[src/hdl/iqau_sqrt.sv]
// Bit-pair serial integer square root, one result bit per cycle.
module iqau_sqrt (
    input  logic        i_clk,
    input  logic        i_rst_n,
    input  logic        i_start,
    input  logic [63:0] i_val,
    output logic        o_done,
    output logic [31:0] o_root
);
    logic [63:0] r_rem;
    logic [63:0] r_val;
    logic [31:0] r_root;
    logic [5:0]  r_cnt;
    logic        r_busy;
    logic [65:0] w_trial;
    logic [65:0] w_cur;

    assign w_cur   = {r_rem, r_val[63:62]};
    assign w_trial = w_cur - {32'd0, r_root, 2'b01};
    assign o_root  = r_root;

    always_ff @(posedge i_clk) begin
        if (!i_rst_n) begin
            r_busy <= 1'b0;
            o_done <= 1'b0;
        end else begin
            o_done <= 1'b0;
            if (i_start) begin
                r_busy <= 1'b1;
                r_rem  <= '0;
                r_val  <= i_val;
                r_root <= '0;
                r_cnt  <= '0;
            end else if (r_busy) begin
                r_val <= {r_val[61:0], 2'b00};
                if (!w_trial[65]) begin
                    r_rem  <= w_trial[63:0];
                    r_root <= {r_root[30:0], 1'b1};
                end else begin
                    r_rem  <= w_cur[63:0];
                    r_root <= {r_root[30:0], 1'b0};
                end
                r_cnt <= r_cnt + 6'd1;
                if (r_cnt == 6'd31) begin
                    r_busy <= 1'b0;
                    o_done <= 1'b1;
                end
            end
        end
    end
endmodule

[config.mk]
export PLATFORM = sky130hd
export DESIGN_NAME = iqau_sqrt
export DESIGN_NICKNAME = d
export VERILOG_FILES = /design/src/hdl/iqau_sqrt.sv
export SDC_FILE = /design/constraint.sdc
export NUM_CORES = 1
export LEC_CHECK = 0
export BUFFER_PORTS_ARGS = -buffer_cell sky130_fd_sc_hd__buf_2
export CAP_MARGIN = 20
export CELL_PAD_IN_SITES_DETAIL_PLACEMENT = 1
export CELL_PAD_IN_SITES_GLOBAL_PLACEMENT = 1
export CORE_MARGIN = 2
export CORE_UTILIZATION = 43
export CTS_CLUSTER_DIAMETER = 120
export DETAILED_ROUTE_END_ITERATION = 16
export GPL_TIMING_DRIVEN = 0
export PLACE_DENSITY = 0.83
export SYNTH_ARGS = -nofsm -noshare
export SYNTH_HDL_FRONTEND = slang
export SYNTH_SLANG_ARGS = --single-unit
export TNS_END_PERCENT = 30
[constraint.sdc]
create_clock -name i_clk -period 4.6 [get_ports i_clk]
set_clock_uncertainty 0.05 [all_clocks]
set_input_delay 0.23 -clock i_clk [delete_from_list [all_inputs] [get_ports i_clk]]
set_output_delay 0.23 -clock i_clk [all_outputs]
set_load 0.01 [all_outputs]
* Word level (Yosys, flattened, before mapping) *
Cells that the tools add are included.

storage, ports and cells
  logic and storage cells = 25
  register bits = 168
  output and inout bits = 33

operators by class
  equality and inequality tests = 1
  bitwise logic cells = 2
  multiplexer cells = 11
  reductions and logical operators = 3
  add/sub/neg operators = 2

operator list
  cell                   number
  $mux W64               4
  $sub A66 B34 Y66       1
  $mux W32               1
  $add A6 B1 Y6 const B  1
  $eq A6 B5 Y1 const B   1
  $mux W6                1
  $mux W1                5
  $reduce_or A3 Y1       1
  $not A1 Y1             2
  $reduce_and A2 Y1      1
  $reduce_bool A2 Y1     1

* Depth between registers and ports, before layout *
  depth in word-level cells = 4
  mapped depth = 14
  depth with buffers taken out = 11

* Least setup slack after synthesis *
No wires, ideal clock.

  kind = input -> register
  start point = input port i_start
  end point = register r_root[0], in the netlist o_root[0], enable pin
  library setup time = 0.541 ns
  setup slack = -0.466 ns
  arrival time = 4.475 ns
  stages on the path = 3
  cells stage by stage = clkbuf_1 > clkbuf_1 > o21a_1

between the ends
  longest elaborated chain between the ends = 2

RTL lines
  item                                 RTL line  text
  start, declared                      5         input logic i_start,
  $reduce_bool A2 Y1 (no source line)  n/a
  $reduce_and A2 Y1 (no source line)   n/a
  end signal, assigned                 38        r_root <= {r_root[30:0], 1'b1};
  end signal, assigned                 41        r_root <= {r_root[30:0], 1'b0};
  end, declared                        12        logic [31:0] r_root;

Every way passes these cells.
A chain may end at the register's enable or synchronous reset.

* Worst setup path after layout *
  start point = register r_rem[36]
  end point = register r_rem[9] (data pin)

between the ends
  longest elaborated chain between the ends = 3

RTL lines
  item                    RTL line  text
  start, declared         10        logic [63:0] r_rem;
  start signal, assigned  37        r_rem <= w_trial[63:0];
  start signal, assigned  40        r_rem <= w_cur[63:0];
  $sub A66 B34 Y66        19        assign w_trial = w_cur - {32'd0, r_root, 2'b01};
  $mux W64                36        if (!w_trial[65]) begin
  $mux W64                34        end else if (r_busy) begin

Every way passes these cells. The select of a mux whose other input is x is not followed.

==> flow_summary_export.csv <==
group,metric,value,unit
outcome,status,"completed",
die,die_width,153.7,um
cells_and_area,nNetsFinal,1104,
global_route,grt_usage,0.2273,
sta,fmax,0.2483,GHz
worst_setup_path,required,4850,ps
clock_tree,cts_max_level,4,
sta,fin_tns_setup,0,ps
yosys,synth_cell_type_count,68,
route,firstDrtPassIters,4,
sta,drv_slew,0,
hold_path,hp-class,"in -> reg",
yosys,syn_inst,884,
placed_design,portBuffers,98,
worst_setup_path,cpLargestDelayFamily,"simple AND/OR/NAND/NOR gates",
yosys,seq_area_frac_synth,0.5214,
cells_and_area,stdcell_count,1296,
clock_tree,cts_resized,0,
clock_tree,cts_inserted_buffers,17,
worst_setup_path,crit_path_end_kind,"register",
worst_setup_path,crit_path_top_delay_cell,"nor4_1",
sta,setup_ws,573.4,ps
route,wire_per_inst,20.21,um
sta,min_period,4027,ps
worst_setup_path,critPathMaxStageDelay,660,ps
cells_and_area,drive_gt1_frac,0.2205,
worst_setup_path,cp_data_arrival_time,4280,ps
die,row_count,54,
pwr,power.leakage,4.207,nW
die,dieArea,23630,um2
placed_design,gp_congestion,0.8521,
global_route,grt_pass1_wl,42480,um
worst_setup_path,cp_cell_sequence,"nor4_1 > nand4_1 > and4bb_1 > nand3_1 > mux2_4 > and2_1 > buf_2 > clkbuf_1 > nand2_1 > a21oi_1",
global_route,grt_overflow_total,0,
global_route,antenna_found_initial,3,
yosys,syn_area,9637,um2
cells_and_area,antenna_cells,0,
die,core_area,21890,um2
route,drt-initial-drc-count,415,
clock_tree,cts_setup_buffers,0,
placed_design,hpwl,18490,um
clock_tree,clk_latency,450,ps
cells_and_area,n_fill_cell,2479,
pwr,power.density,364.8,nW/um2
worst_setup_path,cp_num_buf_inv,2,
route,wl,26190,um
yosys,syn_avg_cell_area,10.90,um2
yosys,synth_edf_count,166,
job,drv_cap,0,
yosys,synth.largest_area_cell,"edfxtp_1",
yosys,ys.flop_type,"edfxtp_1",
clock_tree,path_clk_slew,80,ps
yosys,ys_ff_latch,168,
yosys,yosysMostFrequentCell,"edfxtp_1",
die,ios,100,
die,die_h,153.7,um
die,start_util,0.4402,
worst_setup_path,critPathLaunchType,"register",
route,drt.antenna.violating_nets,0,
cells_and_area,syn2layout_area_growth,15.53,%
clock_tree,cts_root_buf,"clkbuf_16",
clock_tree,cts_sinks,168,
placed_design,place_inst,1264,
yosys,async_flop_share,0,
global_route,grt_max_degree,60,
yosys,yosys_warnings,0,
sta,fin_crit_sh,0.8754,
pwr,peakVddDrop,0.0002609,V
global_route,grt_pass1_vias,8015,
sta,max-slew-margin-rel,0.4098,
yosys,synthTopCellsByArea,"edfxtp_1 (52%), mux2_2 (7.6%), ha_1 (4.4%)",
sta,finalSetupViolations,0,
route,viasPerCell,5.710,
yosys,synth_top_area_frac,0.5173,
sta,worst_slew_pin_slew,885.2,ps
route,drc,0,
yosys,syn_nets,985,
yosys,synth_common_cells,"edfxtp_1 (166), nor2_1 (83), a21oi_1 (80)",
route,vias,7400,
sta,finalHoldViolCount,0,
worst_setup_path,critPathKind,"reg -> reg",
placed_design,dpl_worst_slack,660.3,ps
worst_setup_path,cp_max_fo,10,
sta,rsz0062_at_grt,"false",
clock_tree,cts_hold_buf,0,
clock_tree,tritoncts,"done",
clock_tree,clk_path_buf_depth,2,
## layout by cell type (no fill, tap or decap), drive strengths merged, types with 8 or more instances in the layout
| master | n |
|---|---|
| edfxtp | 166 |
| o31ai | 8 |
| xor2 | 13 |
| ha | 34 |
| or4 | 13 |
| or3 | 22 |
| nand3 | 12 |
| nor3 | 18 |
| nor2 | 83 |
| clkinv | 9 |
| nor2b | 13 |
| o21a | 10 |
| mux2 | 71 |
| o21ai | 29 |
| xnor2 | 23 |
| a21oi | 82 |
| nor4 | 13 |
| inv | 49 |
| nand2b | 10 |
| nand2 | 78 |
| clkbuf | 50 |
| buf | 112 |
| nand4 | 16 |
| a21o | 18 |
## stage by stage
stage	instance area [um2]	hold slack, ps	util	power, mW
finish	11130	17.06	0.5086	4.061
global route	11130	12.79	0.5086	4.223
CTS	11130	11.28	0.5086	4.085
detailed placement	10540	465.1	0.4815	2.642
global placement	10480	416.2	0.4787	2.606
floorplan	9638	332.5	-	2.419
## metal layers
layer / wire length (um) / share of wire / up-vias / GRT usage
met5: 13 / 0.00050 / - / 0
met3: 1407 / 0.054 / 57 / 0.05383
met4: 657 / 0.025 / 2 / 0.09087
li1: - / - / 3523 / -
met1: 11110 / 0.42 / 3620 / 0.2758
met2: 13010 / 0.50 / 198 / 0.3905
## area by class of cell
class / instances / area, um2 / area share
Timing Repair Buffer: 100 / 545.5 / 0.04900
Sequential cell: 168 / 5025 / 0.4513
Buffer: 44 / 195.2 / 0.01753
Clock inverter: 14 / 163.9 / 0.01472
Clock buffer: 18 / 429.2 / 0.03855
Tap cell: 280 / 350.3 / 0.03147
Multi-Input combinational cell: 627 / 4254 / 0.3821
Inverter: 45 / 170.2 / 0.01528
## flip-flops by register name (all words and copies together) (netlist names)
register  cells
r_rem        64
r_val        64
o_root       32
r_cnt         6
o_done        1
r_busy        1
## where the power goes
group | internal, mW | switching [mW] | leakage, nW
Combinational | 0.300 | 0.450 | 2.30
Sequential | 1.82 | 0.0575 | 1.63
Clock | 0.728 | 0.711 | 0.283
## cell families after synthesis
logic type                 Yosys count  share of synthesized area
adders and majority gates           34                    0.04414
and+or+nand+nor                    297                     0.1557
AOI/OAI and AO/OA                  188                     0.1224
DFF                                168                     0.5214
muxes                               72                    0.08569
xor gates and xnor gates            36                    0.03272
buffers and inverters               89                    0.03791
## path summary, 6_finish.rpt
check                           from                     end  slack (ps)  cells after the start
max          r_rem[36]$_SDFFCE_PP0P_  r_rem[9]$_SDFFCE_PP0P_         570                     10
min                          i_rst_n       o_done$_SDFF_PP0_          20                      2
max reg2reg  r_rem[36]$_SDFFCE_PP0P_  r_rem[9]$_SDFFCE_PP0P_         570                     10
min reg2reg        r_busy$_SDFF_PN0_       o_done$_SDFF_PP0_         470                      1
No activity file was read; power rests on OpenSTA's default activity.
