## config.mk

```make
export PLATFORM = sky130hd
export DESIGN_NAME = iqau_div
export DESIGN_NICKNAME = d
export VERILOG_FILES = /design/src/hdl/iqau_pkg.sv /design/src/hdl/iqau_div.sv
export SDC_FILE = /design/constraint.sdc
export NUM_CORES = 1
export LEC_CHECK = 0
export BUFFER_PORTS_ARGS = -buffer_cell sky130_fd_sc_hd__buf_2
export CORE_UTILIZATION = 52
export DETAILED_ROUTE_END_ITERATION = 10
export PLACE_DENSITY_LB_ADDON = 0.2
export SLEW_MARGIN = 25
export SYNTH_ARGS = -nofsm -noshare
export SYNTH_HDL_FRONTEND = slang
export SYNTH_SLANG_ARGS = --single-unit
```

## constraint.sdc

```tcl
create_clock -name i_clk -period 4.74 [get_ports i_clk]
set_input_delay 0.948 -clock i_clk [delete_from_list [all_inputs] [get_ports i_clk]]
set_output_delay 0.948 -clock i_clk [all_outputs]
set_load 0.01 [all_outputs]
```

## src/hdl/iqau_pkg.sv

```systemverilog
// Shared types and constants for the quaternion attitude update block.
package iqau_pkg;
    localparam logic signed [31:0] ONE_Q30 = 32'sh4000_0000;
    localparam logic [23:0] GAIN_RESET = 24'd32768;
    // Control for the serial divider.
    typedef struct packed {
        logic        start;
        logic [63:0] num_mag;
        logic [63:0] den;
    } t_div_req;
endpackage

```

## src/hdl/iqau_div.sv

```systemverilog
// Restoring serial divider, one quotient bit per cycle, unsigned 64/64.
module iqau_div (
    input  logic              i_clk,
    input  logic              i_rst_n,
    input  iqau_pkg::t_div_req i_req,
    output logic              o_done,
    output logic [63:0]       o_quot
);
    logic [63:0] r_rem;
    logic [63:0] r_quo;
    logic [63:0] r_den;
    logic [6:0]  r_cnt;
    logic        r_busy;
    logic [64:0] w_sh;
    logic [64:0] w_sub;

    assign w_sh   = {r_rem, r_quo[63]};
    assign w_sub  = w_sh - {1'b0, r_den};
    assign o_quot = r_quo;

    always_ff @(posedge i_clk) begin
        if (!i_rst_n) begin
            r_busy <= 1'b0;
            o_done <= 1'b0;
        end else begin
            o_done <= 1'b0;
            if (i_req.start) begin
                r_busy <= 1'b1;
                r_rem  <= '0;
                r_quo  <= i_req.num_mag;
                r_den  <= i_req.den;
                r_cnt  <= '0;
            end else if (r_busy) begin
                if (!w_sub[64]) begin
                    r_rem <= w_sub[63:0];
                    r_quo <= {r_quo[62:0], 1'b1};
                end else begin
                    r_rem <= w_sh[63:0];
                    r_quo <= {r_quo[62:0], 1'b0};
                end
                r_cnt <= r_cnt + 7'd1;
                if (r_cnt == 7'd63) begin
                    r_busy <= 1'b0;
                    o_done <= 1'b1;
                end
            end
        end
    end
endmodule

```

-- Yosys cells after proc, flatten, opt, wreduce, memory -nomap -nowiden
Cells that the tools add are included.
- add/sub/neg operators: 2
- equal/unequal tests: 1
- mux-type cells: 10
- bitwise logic cells: 2
- reduce and logical (&&, ||, !) cells: 4
- operators by type and width (operator ; number):
    64-bit two-way mux ; 4
    65-bit by 64-bit subtractor with 65-bit output ; 1
    7-bit by 1-bit adder with 7-bit output (second input constant) ; 1
    7-bit by 6-bit equality test with 1-bit output (second input constant) ; 1
    7-bit two-way mux ; 1
    1-bit two-way mux ; 5
    2-bit AND reduction ; 2
    3-bit OR reduction ; 1
    1-bit NOT ; 2
    2-bit nonzero test ; 1
- register bits: 201
- input port bits: 131
- output and inout port bits: 65
- logic and storage cells: 25

-- Logic depth before layout (Yosys ltp)
- word-level depth: 4
- depth in mapped cells: 17
- gate-level depth less buffers: 15

-- Least setup slack after synthesis
No wires, ideal clock.
- kind: input -> register
- start: in i_req[128] (netlist bit)
- end: reg r_quo[0], in the netlist o_quot[0] (enable)
- library setup time: 0.507 ns
- arrival time: 4.305 ns
- data required time: 4.233 ns
- slack: -0.072 ns
- stages: 2
- path buffers: 1
- path through: clkbuf_1 -> o21a_1
- longest elaborated chain between the ends: 2
- ends and longest elaborated chain (element ; RTL line ; source):
    start: declaration ; iqau_div.sv:5 ; input iqau_pkg::t_div_req i_req,
    2-bit nonzero test (no source line) ; -- ;
    2-bit AND reduction (no source line) ; -- ;
    end signal: assignment ; iqau_div.sv:30 ; r_quo <= i_req.num_mag;
    end signal: assignment ; iqau_div.sv:36 ; r_quo <= {r_quo[62:0], 1'b1};
    end signal: assignment ; iqau_div.sv:39 ; r_quo <= {r_quo[62:0], 1'b0};
    end: declaration ; iqau_div.sv:10 ; logic [63:0] r_quo;
Every way passes these cells.
A chain may end at the register's enable or synchronous reset.

-- Final worst setup path
- start: reg r_quo[63], in the netlist o_quot[63]
- end: reg r_rem[52], data pin
- longest elaborated chain between the ends: 3
- ends and longest elaborated chain (element ; RTL line ; source):
    65-bit by 64-bit subtractor with 65-bit output ; iqau_div.sv:18 ; assign w_sub = w_sh - {1'b0, r_den};
    64-bit two-way mux ; iqau_div.sv:34 ; if (!w_sub[64]) begin
    64-bit two-way mux ; iqau_div.sv:33 ; end else if (r_busy) begin
    end signal: assignment ; iqau_div.sv:35 ; r_rem <= w_sub[63:0];
    end signal: assignment ; iqau_div.sv:38 ; r_rem <= w_sh[63:0];
    end: declaration ; iqau_div.sv:9 ; logic [63:0] r_rem;
Every way passes these cells. The select of a mux whose other input is x is not followed.

==> results_dict.tcl <==
set metrics [dict create \
    tns_ps 0 \
    cts_setup_buffers 0 \
    cts_max_level 1 \
    hold_depth 2 \
    synth_simple_gate_area_share_pct 9.73 \
    die-area_um2 23500 \
    io_buffer_count 195 \
    die_y_um 153 \
    hp-class "flip-flop to flip-flop" \
    max_cap_violations 0 \
    synthAdderAreaFrac_pct 7.01 \
    yosysMostFrequentCell "edfxtp_1" \
    cts_tree "yes" \
    wire_per_inst_um 16.9 \
    fmax_mhz 243 \
    firstDrtPassIters 5 \
    synth_largest_area_cell "edfxtp_1" \
    drt_wl_total_um 26000 \
    required_ps 5010 \
    viasPerCell 5.58 \
    worstPathArrival_ps 4380 \
    syn_area_um2 11900 \
    period_needed_ps 4110 \
    p_leak_nw 5.94 \
    clock_sinks 201 \
    clk_latency_ps 530 \
    seq_area_frac_synth_pct 50.6 \
    timing.final.ws_setup_ps 629 \
    worstMarginPinSlew_ps 693 \
    power_density_nw_per_um2 392 \
    grt_pass1_vias 8574 \
    synthMuxAreaShare_pct 10.8 \
    clk_pin_slew_ps 60 \
    core_area_um2 22100 \
    drt_iter0_drc 467 \
    synthArstFlopShare_pct 0 \
    ctsResizeCount 0 \
    antenna_found_initial 2 \
    synth_top_cells_by_area "edfxtp_1 50%, ha_1 6.8%, mux2_2 6.0%" \
    maxSlewHeadroom_pct 53.8 \
    diodes 0 \
    ir_drop_mv 0.265 \
    cts_root_buffer "clkbuf_16" \
    skew_ps 16.4 \
    synth.top_cell.area_share_pct 50.3 \
    die_w_um 153 \
    post-route-period-util_pct 86.7 \
    ys_seq_elements 201 \
    reg2reg_from "o_quot[63]" \
    drv_slew 0 \
    reg2reg_depth 16 \
    postRouteAntennaNets 0 \
    grt_first_pass_wirelength_um 41800 \
    synth_ff_type "edfxtp_1" \
    via_count 8583 \
    setup_viol 0 \
    ios 196 \
    synth.distinct_cells 63 \
    ys_top_cells_by_count "199 x edfxtp_1, 100 x nor2_1, 78 x inv_1" \
    synth_edf_count 199 \
    hpwl_um 18700 \
    synth_nets 1259 \
    cts_buffers 23 \
    cp_max_fo 24 \
    crit_end "r_rem[52]" \
    synth_xor_area_share_pct 4.64 \
    synth_cells 1062 \
    nNetsFinal 1438 \
    r2r_end "r_rem[52]" \
    rows 54 \
    ff2ff_setup_slack_ps 630 \
    syn_avg_cell_area_um2 11.2 \
    regArea_um2 6020 \
    rsz0062_at_grt "no" \
    drc 0 \
    drive_gt1_share_pct 25.0 \
    overflow 0 \
    cts_max_path_buffers 3 \
    synth_compound_area_share_pct 12.7 \
    critPathLaunch "o_quot[63]" \
    status "complete, no violations" \
    critPathCaptureType "flip-flop" \
    pre_cts_ws_ps 601 \
    grt_usage_pct 22.0 \
    multi_input_area_um2 5340 \
    hold_viol_final 0 \
    synth_top_family_by_area "compound AO/OA/AOI/OAI gates" \
    grt_max_degree 119 \
    worstSetupStartpointType "flip-flop" \
    yosysWarnings 0 \
    syn2layout_area_growth_pct 16.5 \
    gp_congestion 0.921 \
    fillers 1813 \
    start_util_pct 53.8 \
    hold_buffers 0 \
    critical_path_class "flip-flop to flip-flop" \
]
## per-layer routing
| layer | global-route usage (%) | wire [µm] | vias to the layer above |
|---|---|---|---|
| met2 | 36.1 | 11800 | 259 |
| met3 | 5.42 | 1800 | 38 |
| li1 | - | - | 4251 |
| met1 | 29.1 | 11700 | 4031 |
| met5 | 0 | 23 | - |
| met4 | 5.87 | 590 | 4 |
## cells by family after synthesis
family          count (synthesis)
compound gates                231
flops                         201
fa+ha+maj                      66
buf+inv                       127
xor+xnor                       63
mux                           120
simple gates                  254
## how the worst min path moves through the flow
stage,startpoint,end
detailed placement,r_busy,o_done
global route,r_busy,o_done
finish,r_busy,o_done
global placement,r_busy,o_done
CTS,r_busy,o_done
floorplan,r_busy,o_done
## area by class of cell
class | count | area share [%]
inverter | 78 | 2.12
timing repair buffer | 203 | 7.96
multi-input combinational | 734 | 38.6
sequential | 201 | 43.5
clock inverter | 12 | 0.949
clock buffer | 30 | 4.35
tap | 280 | 2.53
## state kept, by name, summed over array words and instances, names as in the netlist
name / cells
r_cnt: 7
r_busy: 1
o_quot: 64
r_den: 64
o_done: 1
r_rem: 64
## worst max-delay path: stages (launching register included)
cell and delay, ps:
edfxtp_1 370, inv_1 50, ha_1 220, fa_1 410, nor2b_1 190, o211ai_2 120, a31oi_1 220, o21ai_1 110
a211o_1 290, a21oi_2 260, a21oi_2 140, o31ai_4 330, nand4_1 200, nand3_4 390, buf_4 290, mux2i_1 210
nor2_1 50
## where the power goes
part / switching [mW] / total [mW] / internal, mW
registers: 0.0717 / 2.22 / 2.15
logic: 0.820 / 1.46 / 0.636
clock network: 0.733 / 1.75 / 1.01
total: 1.62 / 5.43 / 3.80
## stage by stage
step | hold WS [ps] | std cells | total power [mW] | instance area, µm² | utilization, %
global placement | 442 | 1496 | 3.68 | 13100 | 59.3
global route | 486 | 1538 | 5.69 | 13800 | 62.6
floorplan | 414 | 1062 | 3.36 | 11900 | -
detailed placement | 453 | 1496 | 3.70 | 13100 | 59.3
CTS | 468 | 1538 | 5.46 | 13800 | 62.6
finish | 462 | 1538 | 5.43 | 13800 | 62.6
## cell usage in the layout, fill, tap and decap left out, types with 23 or more instances in the layout
| cell | synthesis | final |
|---|---|---|
| inv_1 | 78 | 78 |
| o21ai_0 | 42 | 42 |
| xor2_1 | 25 | 25 |
| a21o_1 | 31 | 31 |
| buf_2 | 7 | 194 |
| nor2_1 | 100 | 100 |
| edfxtp_1 | 199 | 199 |
| nand2_1 | 66 | 66 |
| clkbuf_16 | 0 | 23 |
| xnor2_1 | 38 | 38 |
| a21oi_1 | 77 | 77 |
| ha_1 | 65 | 65 |
| mux2i_1 | 57 | 57 |
| mux2_2 | 63 | 63 |
(Power assumes the default switching activity.)
